==> src/hdl/i2a_pkg.sv <==
// Package for the integer-to-ASCII converter: widths, mode codes,
// character codes, state types and the digit-to-character function.
// No dependencies.
package i2a_pkg;

  localparam int unsigned WordW    = 32;
  localparam int unsigned DigitW   = 4;
  localparam int unsigned NumDec   = 10;
  localparam int unsigned DigitsW  = NumDec * DigitW;
  localparam int unsigned CntW     = 4;
  localparam int unsigned BitCntW  = 5;

  localparam logic [CntW-1:0] NumDecDigits = 4'd10;
  localparam logic [CntW-1:0] NumHexDigits = 4'd8;

  localparam logic [1:0] FuncSignedDec = 2'd0;
  localparam logic [1:0] FuncHex       = 2'd2;

  localparam logic [7:0] CharMinus = 8'h2D;
  localparam logic [7:0] CharZero  = 8'h30;
  localparam logic [7:0] CharA     = 8'h41;

  typedef enum logic [1:0] {
    StIdle,
    StConv,
    StEmit
  } i2a_state_e;

  typedef enum logic [1:0] {
    EmIdle,
    EmSign,
    EmSkip,
    EmEmit
  } i2a_emit_state_e;

  typedef struct packed {
    logic            load;
    logic            neg;
    logic [CntW-1:0] ndig;
  } i2a_emit_cmd_t;

  function automatic logic [7:0] digit_char(input logic [DigitW-1:0] d);
    logic [7:0] r;
    if (d < 4'd10) begin
      r = CharZero + {4'h0, d};
    end else begin
      r = CharA + {4'h0, d} - 8'd10;
    end
    return r;
  endfunction

endpackage

==> src/hdl/i2a_dabble.sv <==
// Bit-serial binary to BCD converter (shift and add three), one bit per cycle.
// Depends on i2a_pkg.
module i2a_dabble (
  input  logic                         clk_i,
  input  logic                         rst_ni,
  input  logic                         start_i,
  input  logic [i2a_pkg::WordW-1:0]    bin_i,
  output logic                         done_o,
  output logic [i2a_pkg::DigitsW-1:0]  bcd_o
);

  logic [i2a_pkg::WordW-1:0]   bin_q, bin_d;
  logic [i2a_pkg::DigitsW-1:0] bcd_q, bcd_d;
  logic [i2a_pkg::DigitsW-1:0] adj;
  logic [i2a_pkg::BitCntW-1:0] cnt_q, cnt_d;
  logic                        busy_q, busy_d;
  logic                        done_q, done_d;

  // Add three to every digit of five or more before the shift.
  always_comb begin
    for (int i = 0; i < i2a_pkg::NumDec; i++) begin
      if (bcd_q[i*4 +: 4] >= 4'd5) begin
        adj[i*4 +: 4] = bcd_q[i*4 +: 4] + 4'd3;
      end else begin
        adj[i*4 +: 4] = bcd_q[i*4 +: 4];
      end
    end
  end

  always_comb begin
    bin_d  = bin_q;
    bcd_d  = bcd_q;
    cnt_d  = cnt_q;
    busy_d = busy_q;
    done_d = 1'b0;
    if (start_i) begin
      bin_d  = bin_i;
      bcd_d  = '0;
      cnt_d  = '0;
      busy_d = 1'b1;
    end else if (busy_q) begin
      bcd_d = {adj[i2a_pkg::DigitsW-2:0], bin_q[i2a_pkg::WordW-1]};
      bin_d = {bin_q[i2a_pkg::WordW-2:0], 1'b0};
      cnt_d = cnt_q + 1'b1;
      if (cnt_q == '1) begin
        busy_d = 1'b0;
        done_d = 1'b1;
      end
    end
  end

  always_ff @(posedge clk_i or negedge rst_ni) begin
    if (!rst_ni) begin
      cnt_q  <= '0;
      busy_q <= 1'b0;
      done_q <= 1'b0;
    end else begin
      cnt_q  <= cnt_d;
      busy_q <= busy_d;
      done_q <= done_d;
    end
  end

  always_ff @(posedge clk_i) begin
    bin_q <= bin_d;
    bcd_q <= bcd_d;
  end

  assign done_o = done_q;
  assign bcd_o  = bcd_q;

  a_start_busy: assert property (@(posedge clk_i) disable iff (!rst_ni)
    start_i |=> busy_q && !done_q)
    else $error("dabble did not start");

  a_done_idle: assert property (@(posedge clk_i) disable iff (!rst_ni)
    done_q |-> !busy_q && bcd_q[i2a_pkg::DigitsW-1 -: 4] <= 4'd9)
    else $error("dabble done while busy or top digit out of range");

endmodule

==> src/hdl/i2a_emit.sv <==
// Character emitter: shifts out one digit per cycle while the output register can take it,
// drops leading zeros, prefixes a minus sign and holds each character in an output register.
// Depends on i2a_pkg.
module i2a_emit (
  input  logic                         clk_i,
  input  logic                         rst_ni,
  input  i2a_pkg::i2a_emit_cmd_t       cmd_i,
  input  logic [i2a_pkg::DigitsW-1:0]  digits_i,
  output logic                         idle_o,
  output logic                         out_valid_o,
  input  logic                         out_ready_i,
  output logic [7:0]                   out_char_o,
  output logic                         last_char_o
);

  i2a_pkg::i2a_emit_state_e     state_q, state_d;
  logic [i2a_pkg::DigitsW-1:0]  digs_q, digs_d;
  logic [i2a_pkg::CntW-1:0]     cnt_q, cnt_d;
  logic                         ovalid_q, ovalid_d;
  logic [7:0]                   ochar_q, ochar_d;
  logic                         olast_q, olast_d;
  logic                         can_load;
  logic [i2a_pkg::DigitW-1:0]   top_dig;

  assign can_load = !ovalid_q || out_ready_i;
  assign top_dig  = digs_q[i2a_pkg::DigitsW-1 -: i2a_pkg::DigitW];

  always_comb begin
    state_d  = state_q;
    digs_d   = digs_q;
    cnt_d    = cnt_q;
    ovalid_d = ovalid_q;
    ochar_d  = ochar_q;
    olast_d  = olast_q;
    if (ovalid_q && out_ready_i) begin
      ovalid_d = 1'b0;
    end
    case (state_q)
      i2a_pkg::EmIdle: begin
        if (cmd_i.load) begin
          digs_d  = digits_i;
          cnt_d   = cmd_i.ndig;
          state_d = cmd_i.neg ? i2a_pkg::EmSign : i2a_pkg::EmSkip;
        end
      end
      i2a_pkg::EmSign: begin
        if (can_load) begin
          ovalid_d = 1'b1;
          ochar_d  = i2a_pkg::CharMinus;
          olast_d  = 1'b0;
          state_d  = i2a_pkg::EmSkip;
        end
      end
      i2a_pkg::EmSkip: begin
        // Drop one leading zero per cycle, keep at least one digit.
        if (top_dig == '0 && cnt_q > 4'd1) begin
          digs_d = {digs_q[i2a_pkg::DigitsW-i2a_pkg::DigitW-1:0], 4'h0};
          cnt_d  = cnt_q - 1'b1;
        end else begin
          state_d = i2a_pkg::EmEmit;
        end
      end
      i2a_pkg::EmEmit: begin
        if (can_load) begin
          ovalid_d = 1'b1;
          ochar_d  = i2a_pkg::digit_char(top_dig);
          olast_d  = (cnt_q == 4'd1);
          digs_d   = {digs_q[i2a_pkg::DigitsW-i2a_pkg::DigitW-1:0], 4'h0};
          cnt_d    = cnt_q - 1'b1;
          if (cnt_q == 4'd1) begin
            state_d = i2a_pkg::EmIdle;
          end
        end
      end
      default: begin
        state_d = i2a_pkg::EmIdle;
      end
    endcase
  end

  always_ff @(posedge clk_i or negedge rst_ni) begin
    if (!rst_ni) begin
      state_q  <= i2a_pkg::EmIdle;
      cnt_q    <= '0;
      ovalid_q <= 1'b0;
    end else begin
      state_q  <= state_d;
      cnt_q    <= cnt_d;
      ovalid_q <= ovalid_d;
    end
  end

  always_ff @(posedge clk_i) begin
    digs_q  <= digs_d;
    ochar_q <= ochar_d;
    olast_q <= olast_d;
  end

  assign idle_o      = (state_q == i2a_pkg::EmIdle);
  assign out_valid_o = ovalid_q;
  assign out_char_o  = ochar_q;
  assign last_char_o = olast_q;

  a_cnt_live: assert property (@(posedge clk_i) disable iff (!rst_ni)
    (state_q == i2a_pkg::EmEmit || state_q == i2a_pkg::EmSkip) |-> cnt_q != '0)
    else $error("emitter running with no digits left");

  a_load_nonempty: assert property (@(posedge clk_i) disable iff (!rst_ni)
    cmd_i.load |-> cmd_i.ndig != '0)
    else $error("emitter loaded with zero digits");

endmodule

==> src/hdl/int_to_ascii_converter.sv <==
// Integer to ASCII converter: signed decimal, unsigned decimal or upper-case hex.
// Decimal: the bit-serial BCD shifter converts the magnitude, then the emitter puts out an
// optional minus sign, drops leading zeros and emits the digits; the next transaction is
// taken once every character has been queued. Hex: no conversion, the nibbles go straight
// to the emitter. Output stalls delay both; the emitter handles one digit at a time.
// Reset (rst_ni low, asynchronous) returns all control to idle; no data is kept.
module int_to_ascii_converter (
  input  logic        clk_i,
  input  logic        rst_ni,
  input  logic        in_valid_i,
  output logic        in_ready_o,
  input  logic [31:0] value_i,
  input  logic [1:0]  func_i,
  output logic        out_valid_o,
  input  logic        out_ready_i,
  output logic [7:0]  out_char_o,
  output logic        last_char_o
);

  i2a_pkg::i2a_state_e           state_q, state_d;
  logic                          neg_q, neg_d;
  logic                          in_fire;
  logic                          is_neg;
  logic                          is_hex;
  logic [i2a_pkg::WordW-1:0]     mag;
  logic                          dab_start;
  logic                          dab_done;
  logic [i2a_pkg::DigitsW-1:0]   dab_bcd;
  i2a_pkg::i2a_emit_cmd_t        emit_cmd;
  logic [i2a_pkg::DigitsW-1:0]   emit_digits;
  logic                          emit_idle;

  // Take a new transaction only once the previous one has been handed to the
  // emitter in full; the emitter's output register may still hold its last
  // character, which keeps ordering intact.
  assign in_ready_o = (state_q == i2a_pkg::StIdle);
  assign in_fire    = in_valid_i && in_ready_o;

  // Mode three falls through to unsigned decimal.
  assign is_neg = (func_i == i2a_pkg::FuncSignedDec) && value_i[i2a_pkg::WordW-1];
  assign is_hex = (func_i == i2a_pkg::FuncHex);
  // Two's complement negate; the most negative word reads back as 2^31.
  assign mag    = is_neg ? (32'd0 - value_i) : value_i;

  always_comb begin
    state_d     = state_q;
    neg_d       = neg_q;
    dab_start   = 1'b0;
    emit_cmd    = '0;
    emit_digits = dab_bcd;
    case (state_q)
      i2a_pkg::StIdle: begin
        if (in_fire) begin
          neg_d = is_neg;
          if (is_hex) begin
            // Hex nibbles are the digits already: hand them straight over.
            emit_cmd.load = 1'b1;
            emit_cmd.neg  = 1'b0;
            emit_cmd.ndig = i2a_pkg::NumHexDigits;
            emit_digits   = {value_i, 8'h00};
            state_d       = i2a_pkg::StEmit;
          end else begin
            dab_start = 1'b1;
            state_d   = i2a_pkg::StConv;
          end
        end
      end
      i2a_pkg::StConv: begin
        // Emitter is idle here: the last transaction left it before StIdle.
        if (dab_done) begin
          emit_cmd.load = 1'b1;
          emit_cmd.neg  = neg_q;
          emit_cmd.ndig = i2a_pkg::NumDecDigits;
          state_d       = i2a_pkg::StEmit;
        end
      end
      i2a_pkg::StEmit: begin
        // Hold until the emitter has queued every character.
        if (emit_idle) begin
          state_d = i2a_pkg::StIdle;
        end
      end
      default: begin
        state_d = i2a_pkg::StIdle;
      end
    endcase
  end

  always_ff @(posedge clk_i or negedge rst_ni) begin
    if (!rst_ni) begin
      state_q <= i2a_pkg::StIdle;
    end else begin
      state_q <= state_d;
    end
  end

  always_ff @(posedge clk_i) begin
    neg_q <= neg_d;
  end

  i2a_dabble u_dabble (
    .clk_i   (clk_i),
    .rst_ni  (rst_ni),
    .start_i (dab_start),
    .bin_i   (mag),
    .done_o  (dab_done),
    .bcd_o   (dab_bcd)
  );

  i2a_emit u_emit (
    .clk_i       (clk_i),
    .rst_ni      (rst_ni),
    .cmd_i       (emit_cmd),
    .digits_i    (emit_digits),
    .idle_o      (emit_idle),
    .out_valid_o (out_valid_o),
    .out_ready_i (out_ready_i),
    .out_char_o  (out_char_o),
    .last_char_o (last_char_o)
  );

  a_load_when_idle: assert property (@(posedge clk_i) disable iff (!rst_ni)
    emit_cmd.load |-> emit_idle)
    else $error("emitter loaded while busy");

  a_done_in_conv: assert property (@(posedge clk_i) disable iff (!rst_ni)
    dab_done |-> state_q == i2a_pkg::StConv)
    else $error("conversion finished outside the conversion phase");

endmodule

==> config.mk <==
export PLATFORM = sky130hd
export DESIGN_NAME = int_to_ascii_converter
export DESIGN_NICKNAME = d
export VERILOG_FILES = /design/src/hdl/i2a_pkg.sv /design/src/hdl/i2a_dabble.sv /design/src/hdl/i2a_emit.sv /design/src/hdl/int_to_ascii_converter.sv
export SDC_FILE = /design/constraint.sdc
export NUM_CORES = 1
export LEC_CHECK = 0
export BUFFER_PORTS_ARGS = -buffer_cell sky130_fd_sc_hd__buf_2
export CAP_MARGIN = 20
export CORE_MARGIN = 2
export CORE_UTILIZATION = 56
export CTS_BUF_LIST = sky130_fd_sc_hd__clkbuf_8 sky130_fd_sc_hd__clkbuf_16
export DETAILED_ROUTE_END_ITERATION = 16
export MAX_ROUTING_LAYER = met4
export PLACE_DENSITY = 0.74
export SETUP_SLACK_MARGIN = 0.3
export SLEW_MARGIN = 0
export SYNTH_ARGS = -nofsm -noshare
export SYNTH_HDL_FRONTEND = slang
export SYNTH_HIERARCHICAL = 1
export SYNTH_SLANG_ARGS = --single-unit
==> constraint.sdc <==
create_clock -name clk_i -period 4.4 [get_ports clk_i]
set_clock_uncertainty 0.05 [all_clocks]
set_input_delay 0.22 -clock clk_i [delete_from_list [all_inputs] [get_ports clk_i]]
set_output_delay 0.22 -clock clk_i [all_outputs]
set_load 0.005 [all_outputs]
* After elaboration in Yosys (flattened, before gate mapping)
Cells that the tools add are included.
** Word-level totals
- Bits in writable memories :: 0
- Memory bits (read-only) :: 0
- Input port bits :: 38
- Register bits after elaboration :: 138
- Bits in latches :: 0
- Memories :: 0
- Output and inout port bits :: 11
** Operators by class
- Multipliers :: 0
- Muxes and demuxes :: 61
- Order comparisons :: 12
- Eq/ne operators :: 17
- Bitwise gates (word level) :: 0
- Shift operators :: 0
- Reduce and logical (&&, ||, !) cells :: 19
- $add $sub $neg :: 16
- Div/mod/pow operators :: 0
** Operators by type and width (count)
- 40-bit 2-to-1 mux :: 6
- 40-bit case mux with 3 select lines :: 1
- 32-bit 2-to-1 mux :: 3
- 4-bit 2-to-1 mux :: 12
- 4-bit by 3-bit >= comparator with 1-bit output, second input constant :: 10
- 4-bit by 2-bit adder with 4-bit output, second input constant :: 9
- 1-bit by 32-bit subtractor with 32-bit output, first input constant :: 1
- 8-bit 2-to-1 mux :: 3
- 2-bit 2-to-1 mux :: 10
- 6-bit 2-to-1 mux :: 3
- 8-bit case mux with 2 select lines :: 1
- 1-bit 2-to-1 mux :: 14
- 2-bit by 1-bit inequality test with 1-bit output, second input constant :: 6
- 4-bit case mux with 3 select lines :: 1
- 6-bit case mux with 2 select lines :: 1
- 5-bit 2-to-1 mux :: 2
- 7-bit by 4-bit adder with 8-bit output, first input constant :: 1
- 2-bit equality test, second input constant :: 4
- 2-bit case mux with 4 select lines :: 1
- 8-bit by 4-bit subtractor with 8-bit output, second input constant :: 1
- 6-bit by 4-bit adder with 7-bit output, first input constant :: 1
- 2-bit zero test :: 3
- 2-bit inequality test, second input constant :: 3
- 2-bit case mux with 3 select lines :: 1
- 21 further kinds :: 27

* Depth between registers and ports, before layout
Gate-level depths: netlist of run 1.
- Word-level depth :: 7
- Depth in mapped cells :: 8
- Depth with buffers taken out :: 7

* Cells and area by module
The synthesis of run 1 kept the hierarchy.
** Modules (own cells, without submodules)
- i2a_dabble :: area an instance 4108.9 um^2, instances 1, cells each 402
- i2a_emit :: area an instance 2602.5 um^2, instances 1, cells each 183
- int_to_ascii_converter :: area an instance 1370.1 um^2, instances 1, cells each 171

* Worst setup path after synthesis of run 1
No wires, ideal clock.
- Path kind :: register -> register
- From :: register state_q[1] (netlist name)
- To :: register u_emit/digs_q[0] (netlist name) (enable)
- Setup slack :: 1275 ps
- Arrival time :: 2681 ps
- Buffers on the path :: 1
- Cell stages (with the launch flop) :: 9
- Path through :: dfrtp_1 -> nor3b_1 -> nand2_1 -> clkbuf_1 -> o21ai_0 -> nor2b_1 -> a21o_1 -> a21o_1 -> inv_1
** RTL lines
- end signal: assignment :: RTL line i2a_emit.sv:94 : digs_q <= digs_d;
- end: declaration :: RTL line i2a_emit.sv:17 : logic [i2a_pkg::DigitsW-1:0] digs_q, digs_d;

==> flow_summary.yaml, run 1 <==
floorplan:
  start_util_pct: 57.8
  die-area_mm2: 0.0154
  fp-row-count: 43
  coreArea_mm2: 0.0140
  die_h_um: 124
  num_io_pins: 49
  die_x_um: 124
worst_setup_path:
  cp_cell_sequence: "nor3b_1, nand2_1, o21ai_0, nor2b_1, a21o_1, a21o_1, inv_1, buf_4"
  cpPeakStageDelay_ns: 0.51
  cp_max_fo: 40
  end_kind: "flop"
  path_class: "reg2reg"
  cp_top_family: "simple AND/OR/NAND/NOR gates"
  critPathSlowestCell: "nor3b_1"
  cp.buffers_inverters: 2
  crit_path_start_kind: "flop"
  cp.required_ns: 4.41
  cp_common_cell: "a21o_1"
  cp_data_arrival_time_ns: 2.95
pwr:
  cellPowerDensity_mw_per_mm2: 747
  p_total_mw: 6.75
  p_leak_nw: 3.56
  irDropWorstVdd_v: 0.000426
yosys:
  yosysTopAreaCellShare_pct: 30.1
  ys_ff_latch: 137
  yosysSeqAreaShare_pct: 45.0
  synth-main-ff-cell: "edfxtp_1"
  yosys-top-cells-area: "edfxtp_1 30%, mux2_2 13%, dfxtp_1 9.9%"
  synth_area_mm2: 0.00808
  syn_avg_cell_area_um2: 10.7
  synth_cell_type_count: 63
  ys_async_sr_fraction_pct: 11.7
  synth-edff-count: 81
  synth_area_leader_cell: "edfxtp_1"
  syn_inst: 756
  synth_warnings: 6
drt:
  drtIter0Drc: 433
  drt-met1-wl_mm: 7.54
  top_layer: "met4"
  route.met3.wl_um: 780
  wirelength_mm: 18.0
  wl_per_cell_um: 18.2
  drcViolationCount: 0
  routed_via_density: 6.07
  via_count: 5999
  ant_nets: 0
  firstDrtPassIters: 5
  met2_length_mm: 9.16
timing:
  period_share_pct: 66.9
  min_period_ns: 2.94
  tns_ns: 0
  worst_pin_slew_ns: 1.03
  fmax_mhz: 340
  hold_violations: 0
  relSlewSlack_pct: 30.4
  setup_viol: 0
  drv_slew: 0
  hold_ws_ns: 0.0863
  rsz0062_at_grt: "false"
final_layout:
  nNetsFinal: 863
  antenna_cells: 0
  area_growth_pct: 11.8
  final_common_cell: "mux2_2"
  final_cell_mix: "95 x mux2_2, 81 x edfxtp_1, 50 x inv_1, 47 x buf_2, 46 x nor2_1"
  drive_gt1_share_pct: 27.1
  stdcell_area_mm2: 0.00903
  ff_latch_area_mm2: 0.00363
  multiInputGateArea_mm2: 0.00409
  fin_util_pct: 64.6
  n_fill_cell: 1095
place:
  io_buffer_count: 47
  gp_congestion: 0.846
  dpl_cell_area_mm2: 0.00841
  hpwl_mm: 12.1
clocking:
  cts.path.max_buffers: 2
  clk_latency_ns: 0.42
  cts_inserted_buffers: 17
  cts_tree: "done"
  clkTransAtPathRegs_ns: 0.06
  htree_levels: 4
  cts_setup_buffers: 0
  clock-root-buffer: "clkbuf_16"
  cts_sinks: 137
global_route:
  grt_pass1_vias: 5975
  grt_usage_pct: 24.9
  antenna_found_initial: 0
  grt_max_degree: 60
  grt_pass1_wl_mm: 28.8
  gr-total-overflow: 0
job:
  cap_violations: 0
min_path:
  min_path_type: "in2reg"
outcome:
  status: "finished clean"
-- registers in the layout, indices dropped and copies added, names as in the netlist --
signal              count
u_dabble/bcd_o         40
u_emit/digs_q          40
u_dabble/bin_q         32
u_emit/out_char_o       7
u_dabble/cnt_q          5
u_emit/cnt_q            4
state_q                 2
u_emit/state_q          2
neg_q                   1
u_dabble/busy_q         1
u_dabble/done_o         1
u_emit/last_char_o      1
u_emit/out_valid_o      1
-- Yosys cell counts, types with 7 or more instances --
cell type	n
a21oi_1	38
a31oi_1	9
and2_1	15
buf_2	20
clkbuf_1	11
dfrtp_1	16
dfxtp_1	40
edfxtp_1	81
ha_1	30
inv_1	49
mux2_2	95
nand2_1	43
nand3_1	12
nand4_1	9
nor2_1	46
nor3_1	15
nor4_1	7
o21ai_0	40
o21ai_1	12
o22ai_1	7
o32ai_1	8
or3_1	8
xnor2_1	21
xor2_1	13
-- worst paths after layout --
kind | from | cells after the start | slack (ns) | endpoint
max | state_q[0] | 8 | 1.46 | u_emit/digs_q[18]
min | out_ready_i | 3 | 0.09 | u_emit/out_valid_o
max reg2reg | state_q[0] | 8 | 1.46 | u_emit/digs_q[18]
min reg2reg | u_dabble/bcd_o[39] | 2 | 0.43 | u_dabble/bcd_o[39]
max in group asynchronous | rst_ni | 2 | 3.81 | u_dabble/busy_q
min in group asynchronous | rst_ni | 2 | 0.19 | u_emit/cnt_q[2]
-- worst register-to-register path: stages, from the launching register on --
cell     delay (ns)
dfrtp_1        0.44
nor3b_1        0.51
nand2_1        0.15
o21ai_0        0.29
nor2b_1        0.14
a21o_1         0.23
a21o_1         0.23
inv_1          0.07
buf_4          0.42
-- power by group --
group          switching, mW  total (mW)  internal [mW]
clock network          0.555        1.49          0.939
registers              0.418        2.63           2.22
logic                   1.38        2.62           1.25
total                   2.35        6.75           4.40
-- cells by family (layout without fill, tap and decap cells) --
| kind of cell | count (synthesis) | after routing | synth area share, % |
|---|---|---|---|
| AND/OR/NAND/NOR | 201 | 201 | 13.3 |
| adder cells (fa/ha/maj) | 30 | 30 | 4.64 |
| AO/OA/AOI/OAI | 168 | 168 | 14.9 |
| XOR/XNOR | 34 | 34 | 3.68 |
| buffers and inverters | 85 | 135 | 4.63 |
| flip-flops | 137 | 137 | 45.0 |
| multiplexers | 99 | 99 | 13.7 |
| other | 2 | 4 | 0.0929 |
-- timing repair --
item,in CTS,in global routing
endpoints found under the hold margin,16,0
hold buffers,1,0
setup endpoints to repair,0,0
gates resized for setup,0,0
-- routing by layer --
layer | global-route usage [%] | up-vias
li1 | - | 2863
met1 | 29.0 | 2900
met2 | 42.5 | 194
met3 | 4.44 | 42
met4 | 10.4 | 0
met5 | - | -
-- area by class of cell --
type	instances	area share [%]
Multi-Input combinational cell	536	45.3
Sequential cell	137	40.2
Clock inverter	15	2.05
Timing Repair Buffer	54	3.21
Clock buffer	17	4.71
Tap cell	180	2.49
Inverter	49	2.04
-- through the flow --
step | std cells | worst slack (ns)
final | 988 | 1.46
after CTS | 988 | 1.46
after global routing | 988 | 1.24
after floorplan | 758 | 1.27
after global placement | 955 | 1.63
after detailed placement | 955 | 1.48
Power figures use the tool's default switching activity.
==> run 2: changes to the inputs <==
--- a/config.mk
+++ b/config.mk
@@ -12,7 +12,7 @@
 export CTS_BUF_LIST = sky130_fd_sc_hd__clkbuf_8 sky130_fd_sc_hd__clkbuf_16
 export DETAILED_ROUTE_END_ITERATION = 16
 export MAX_ROUTING_LAYER = met4
-export PLACE_DENSITY = 0.74
+export PLACE_DENSITY = 0.77
 export SETUP_SLACK_MARGIN = 0.3
 export SLEW_MARGIN = 0
 export SYNTH_ARGS = -nofsm -noshare
==> constraint.sdc (replaced) <==
create_clock -name clk_i -period 2.4 [get_ports clk_i]
set_clock_uncertainty 0.05 [all_clocks]
set_input_delay 0.12 -clock clk_i [delete_from_list [all_inputs] [get_ports clk_i]]
set_output_delay 0.12 -clock clk_i [all_outputs]
set_load 0.005 [all_outputs]
==> run 2 against run 1 <==
Effect of this change:
- register-to-register slack worse by 1.2 ns
- non-clock buffer count up 53
- maximum frequency up 38%
- sequential power up 85%
- sequential cell count unchanged
- first-iteration DRC count up 7.9%
- die area unchanged
- via count up 3.7%
- cell count up 5.4%
- cell area up 7.5%
- sequential share of layout area down 2.8 points
- utilization up 4.9 points
- largest cell class unchanged
==> flow_summary.yaml, run 2 (same netlist as run 1, synthesis figures left out) <==
clocking:
  cts_inserted_buffers: 17
  cts.path.max_buffers: 2
  clk_latency_ns: 0.43
  htree_levels: 4
  cts_sinks: 137
  clkTransAtPathRegs_ns: 0.06
  clock-root-buffer: "clkbuf_16"
  cts_tree: "done"
pwr:
  p_leak_nw: 3.85
  power.internal_mw: 8.61
  cellPowerDensity_mw_per_mm2: 1360
  switching_share_pct: 34.7
  irDropWorstVdd_v: 0.000804
  p_seq_share_pct: 36.9
  p_total_mw: 13.2
  netSwitchingPower_mw: 4.57
  p_clk_share_pct: 20.4
  power_frac_comb_pct: 42.7
global_route:
  grt_max_degree: 44
  grt_pass1_wl_mm: 28.8
  grt_usage_pct: 25.0
  antenna_found_initial: 0
  grt_pass1_vias: 6008
  gr-total-overflow: 0
worst_setup_path:
  crit_path_start_kind: "flop"
  end_kind: "flop"
  crit_start: "state_q[0]"
  regToRegEndpoint: "u_emit/digs_q[30]"
  r2r-start: "state_q[0]"
  r2r_cells: 9
  cp_data_arrival_time_ns: 2.22
  cp.required_ns: 2.49
  r2r_setup_slack_ns: 0.27
  cp_max_fo: 6
  path_class: "reg2reg"
min_path:
  hold_depth: 3
  hold_path_end: "u_emit/out_valid_o"
  min_path_type: "in2reg"
  min_from: "out_ready_i"
floorplan:
  die_x_um: 124
  fp-row-count: 43
  num_io_pins: 49
  start_util_pct: 57.8
  die_h_um: 124
  die-area_mm2: 0.0154
  coreArea_mm2: 0.0140
final_layout:
  final_common_cell: "mux2_2"
  ff_latch_area_mm2: 0.00364
  multiInputGateArea_mm2: 0.00421
  n_fill_cell: 992
  area_growth_pct: 20.2
  drive_gt1_share_pct: 33.7
  final_cell_mix: "93 x mux2_2, 81 x edfxtp_1, 47 x buf_4, 46 x nor2_1, 45 x buf_2"
  antenna_cells: 0
  nNetsFinal: 916
  layout.cells.non_filler: 1041
drt:
  firstDrtPassIters: 7
  via_count: 6223
  drtIter0Drc: 467
  ant_nets: 0
  wl_per_cell_um: 18.2
  drcViolationCount: 0
  wirelength_mm: 19.0
  routed_via_density: 5.98
timing:
  drv_slew: 0
  setup_viol: 0
  tns_ns: 0
  rsz0062_at_grt: "true"
  hold_violations: 0
  worst_pin_slew_ns: 0.691
  min_period_ns: 2.13
  fmax_mhz: 469
  relSlewSlack_pct: 53.5
  hold_ws_ns: 0.0178
  period_share_pct: 88.8
outcome:
  status: "finished clean"
place:
  hpwl_mm: 12.3
  io_buffer_count: 47
  gp_congestion: 0.864
  placed_cells: 984
job:
  cap_violations: 0
[run 2: how the worst max path moves through the flow]
stage | to | slack, ns
floorplan | u_emit/digs_q[0] | -0.007
global placement | u_dabble/bin_q[18] | -0.12
detailed placement | u_dabble/bin_q[18] | -0.17
CTS | u_dabble/bin_q[28] | 0.28
global route | u_emit/digs_q[14] | 0.23
finish | u_emit/digs_q[30] | 0.27
[run 2: per-layer routing]
layer,global-route usage [%],vias to the layer above,wire length [um]
li1,-,2975,-
met1,29.6,3005,8030
met2,42.1,192,9540
met3,5.27,51,871
met4,9.27,0,527
met5,-,-,0
[run 2: through the flow]
step | setup WS (ns) | instance area (um^2) | utilization [%]
2_1_floorplan | -0.00697 | 8220 | -
3_5_place_dp | -0.166 | 8800 | 62.9
5_1_grt | 0.226 | 9720 | 69.5
4_1_cts | 0.279 | 9440 | 67.5
6_report | 0.270 | 9720 | 69.5
3_3_place_gp | -0.120 | 8800 | 62.9
[run 2: power groups by stage]
stage	combinational (mW)	sequential (mW)	clock (mW)
final	5.64	4.86	2.69
after global routing	6.15	4.99	2.79
after CTS	5.04	4.83	2.70
after detailed placement	4.91	4.86	0
after global placement	4.60	4.80	0
after floorplan	3.87	4.60	0
[run 2: area by class of cell]
class / instances / area share (%)
Inverter: 49 / 2.11
Multi-Input combinational cell: 536 / 43.3
Clock buffer: 19 / 4.66
Timing Repair Buffer: 107 / 8.58
Clock inverter: 13 / 1.56
Tap cell: 180 / 2.32
Sequential cell: 137 / 37.4
[run 2: critical path, stage by stage, from the launching register on]
cell	delay [ns]
dfrtp_2	0.45
nor3b_4	0.23
nand2_2	0.11
o21ai_4	0.12
nor2b_4	0.07
a21o_1	0.22
a21o_1	0.22
clkinvlp_4	0.09
buf_12	0.13
clkbuf_16	0.15
[run 2: timing repair]
item                                    in CTS  in global routing
cloned                                       0                  3
resized for setup                            3                 19
pin swaps                                    4                  6
hold endpoints to repair                    16                  0
endpoints found under the setup margin      41                102
hold buffers                                 1                  0
buffers inserted                             2                 19
==> run 3: changes to the inputs <==
--- a/config.mk
+++ b/config.mk
@@ -5,14 +5,17 @@
 export SDC_FILE = /design/constraint.sdc
 export NUM_CORES = 1
 export LEC_CHECK = 0
+export ABC_CLOCK_PERIOD_IN_PS = 2400
 export BUFFER_PORTS_ARGS = -buffer_cell sky130_fd_sc_hd__buf_2
 export CAP_MARGIN = 20
 export CORE_MARGIN = 2
 export CORE_UTILIZATION = 56
 export CTS_BUF_LIST = sky130_fd_sc_hd__clkbuf_8 sky130_fd_sc_hd__clkbuf_16
+export CTS_CLUSTER_SIZE = 24
 export DETAILED_ROUTE_END_ITERATION = 16
 export MAX_ROUTING_LAYER = met4
 export PLACE_DENSITY = 0.77
+export REMOVE_ABC_BUFFERS = 1
 export SETUP_SLACK_MARGIN = 0.3
 export SLEW_MARGIN = 0
 export SYNTH_ARGS = -nofsm -noshare
==> run 3 against run 2 <==
Effect of this change:
- sequential cell count unchanged
- register-to-register slack gained 0.13 ns
- critical path depth is 1 lower
- utilization decreased by 2.5 points
- die area unchanged
- maximum frequency is 3.8% higher
- combinational power shrank 4.4%
- sequential share of layout area is 1.4 points higher
- cell count down 2.2%
- wire length down 2.7%
- critical path type is now in2reg
- highest routed layer unchanged
==> flow_summary.yaml, run 3 (same netlist as run 1, synthesis figures left out) <==
worst_setup_path:
  cp.buffers_inverters: 2
  cp_max_fo: 6
  cp_cell_sequence: "buf_2, inv_2, ha_2, or4b_4, or4_4, o31ai_2, xnor2_1, mux2_2"
  crit_start: "value_i[0]"
  r2r-start: "u_emit/digs_q[37]"
  path_class: "in2reg"
  cp.required_ns: 2.52
  cp_data_arrival_time_ns: 2.17
  crit_path_start_kind: "input port"
  cp_top_family: "simple AND/OR/NAND/NOR gates"
  end_kind: "flop"
  critPathSlowestCell: "or4_4"
  cpPeakStageDelay_ns: 0.61
floorplan:
  num_io_pins: 49
  die_h_um: 124
  die-area_mm2: 0.0154
  coreArea_mm2: 0.0140
  fp-row-count: 43
  start_util_pct: 57.8
  die_x_um: 124
pwr:
  p_total_mw: 12.7
  p_leak_nw: 3.74
  irDropWorstVdd_v: 0.000788
  cellPowerDensity_mw_per_mm2: 1350
min_path:
  min_path_type: "in2reg"
  min_from: "in_valid_i"
final_layout:
  fin_util_pct: 67.0
  area_growth_pct: 15.9
  nNetsFinal: 893
  antenna_cells: 0
  final_cell_mix: "95 x mux2_2, 81 x edfxtp_1, 52 x inv_1, 47 x buf_2, 46 x nor2_1"
  drive_gt1_share_pct: 30.0
  final_common_cell: "mux2_2"
  layout.cells.non_filler: 1018
  stdcell_area_mm2: 0.00937
clocking:
  cts_sinks: 137
  clk_latency_ns: 0.42
  htree_levels: 4
  cts.path.max_buffers: 2
  clock-root-buffer: "clkbuf_16"
  cts_inserted_buffers: 17
  cts_tree: "done"
  clkTransAtPathRegs_ns: 0.05
global_route:
  grt_pass1_wl_mm: 29.2
  antenna_found_initial: 0
  grt_usage_pct: 25.2
  grt_pass1_vias: 6140
  gr-total-overflow: 0
  grt_max_degree: 61
place:
  dpl_cell_area_mm2: 0.00863
  placed_cells: 975
  gp_congestion: 0.828
  post-place-ws_ns: -0.182
  io_buffer_count: 47
  hpwl_mm: 12.4
drt:
  routed_via_density: 6.06
  drcViolationCount: 0
  firstDrtPassIters: 5
  via_count: 6165
  wirelength_mm: 18.5
  drtIter0Drc: 587
  wl_per_cell_um: 18.1
  ant_nets: 0
timing:
  worst_slack_ns: 0.347
  hold_violations: 0
  period_share_pct: 85.5
  drv_slew: 0
  setup_viol: 0
  min_period_ns: 2.05
  fmax_mhz: 487
  tns_ns: 0
  relSlewSlack_pct: 57.4
  rsz0062_at_grt: "false"
  hold_ws_ns: 0.0745
  worst_pin_slew_ns: 0.636
job:
  cap_violations: 0
outcome:
  status: "finished clean"
-- run 3: layer usage --
metal / share of wire, % / vias up / routed length (um) / track usage, %
met5: 0 / - / 0 / -
met4: 1.7 / 0 / 306 / 7.87
met3: 4.9 / 33 / 913 / 5.49
met2: 52 / 208 / 9650 / 44.4
met1: 41 / 2984 / 7600 / 28.5
li1: - / 2940 / - / -
-- run 3: layout make-up --
type	count	area [um^2]
clock buffer	22	494
inverter	49	189
fill	1035	4620
sequential	137	3630
tap	180	225
timing repair buffer	84	636
clock inverter	10	65.1
multi-input combinational	536	4130
-- run 3: path summary, 6_finish.rpt --
kind / endpoint / slack, ns / cells past startpoint
worst min-delay path: state_q[0] / 0.07 / 4
worst min register to register: u_dabble/bcd_o[39] / 0.45 / 2
max in group asynchronous: u_dabble/busy_q / 1.91 / 2
min in group asynchronous: u_dabble/cnt_q[2] / 0.10 / 2
worst max register to register: u_emit/digs_q[0] / 0.40 / 7
worst max-delay path: u_dabble/bin_q[20] / 0.35 / 8
-- run 3: power breakdown --
group | switching (mW) | internal [mW] | total (mW)
Combinational | 2.70 | 2.69 | 5.39
Clock | 0.926 | 1.53 | 2.45
Sequential | 0.756 | 4.05 | 4.81
Total | 4.39 | 8.27 | 12.7
-- run 3: worst register-to-register path, cell delays in order (launching register included) --
cell and delay (ns):
edfxtp_1 0.39, inv_1 0.12, ha_2 0.23, and4bb_1 0.24, o31ai_2 0.12, a21o_4 0.26
inv_6 0.11, clkbuf_16 0.18
-- run 3: timing repair --
item | in CTS | in global routing
gates resized for setup | 8 | 7
pin swaps | 2 | 1
gates cloned | 1 | 2
setup buffers | 5 | 1
hold endpoints to repair | 17 | 0
endpoints found under the setup margin | 47 | 46
hold buffers | 2 | 0
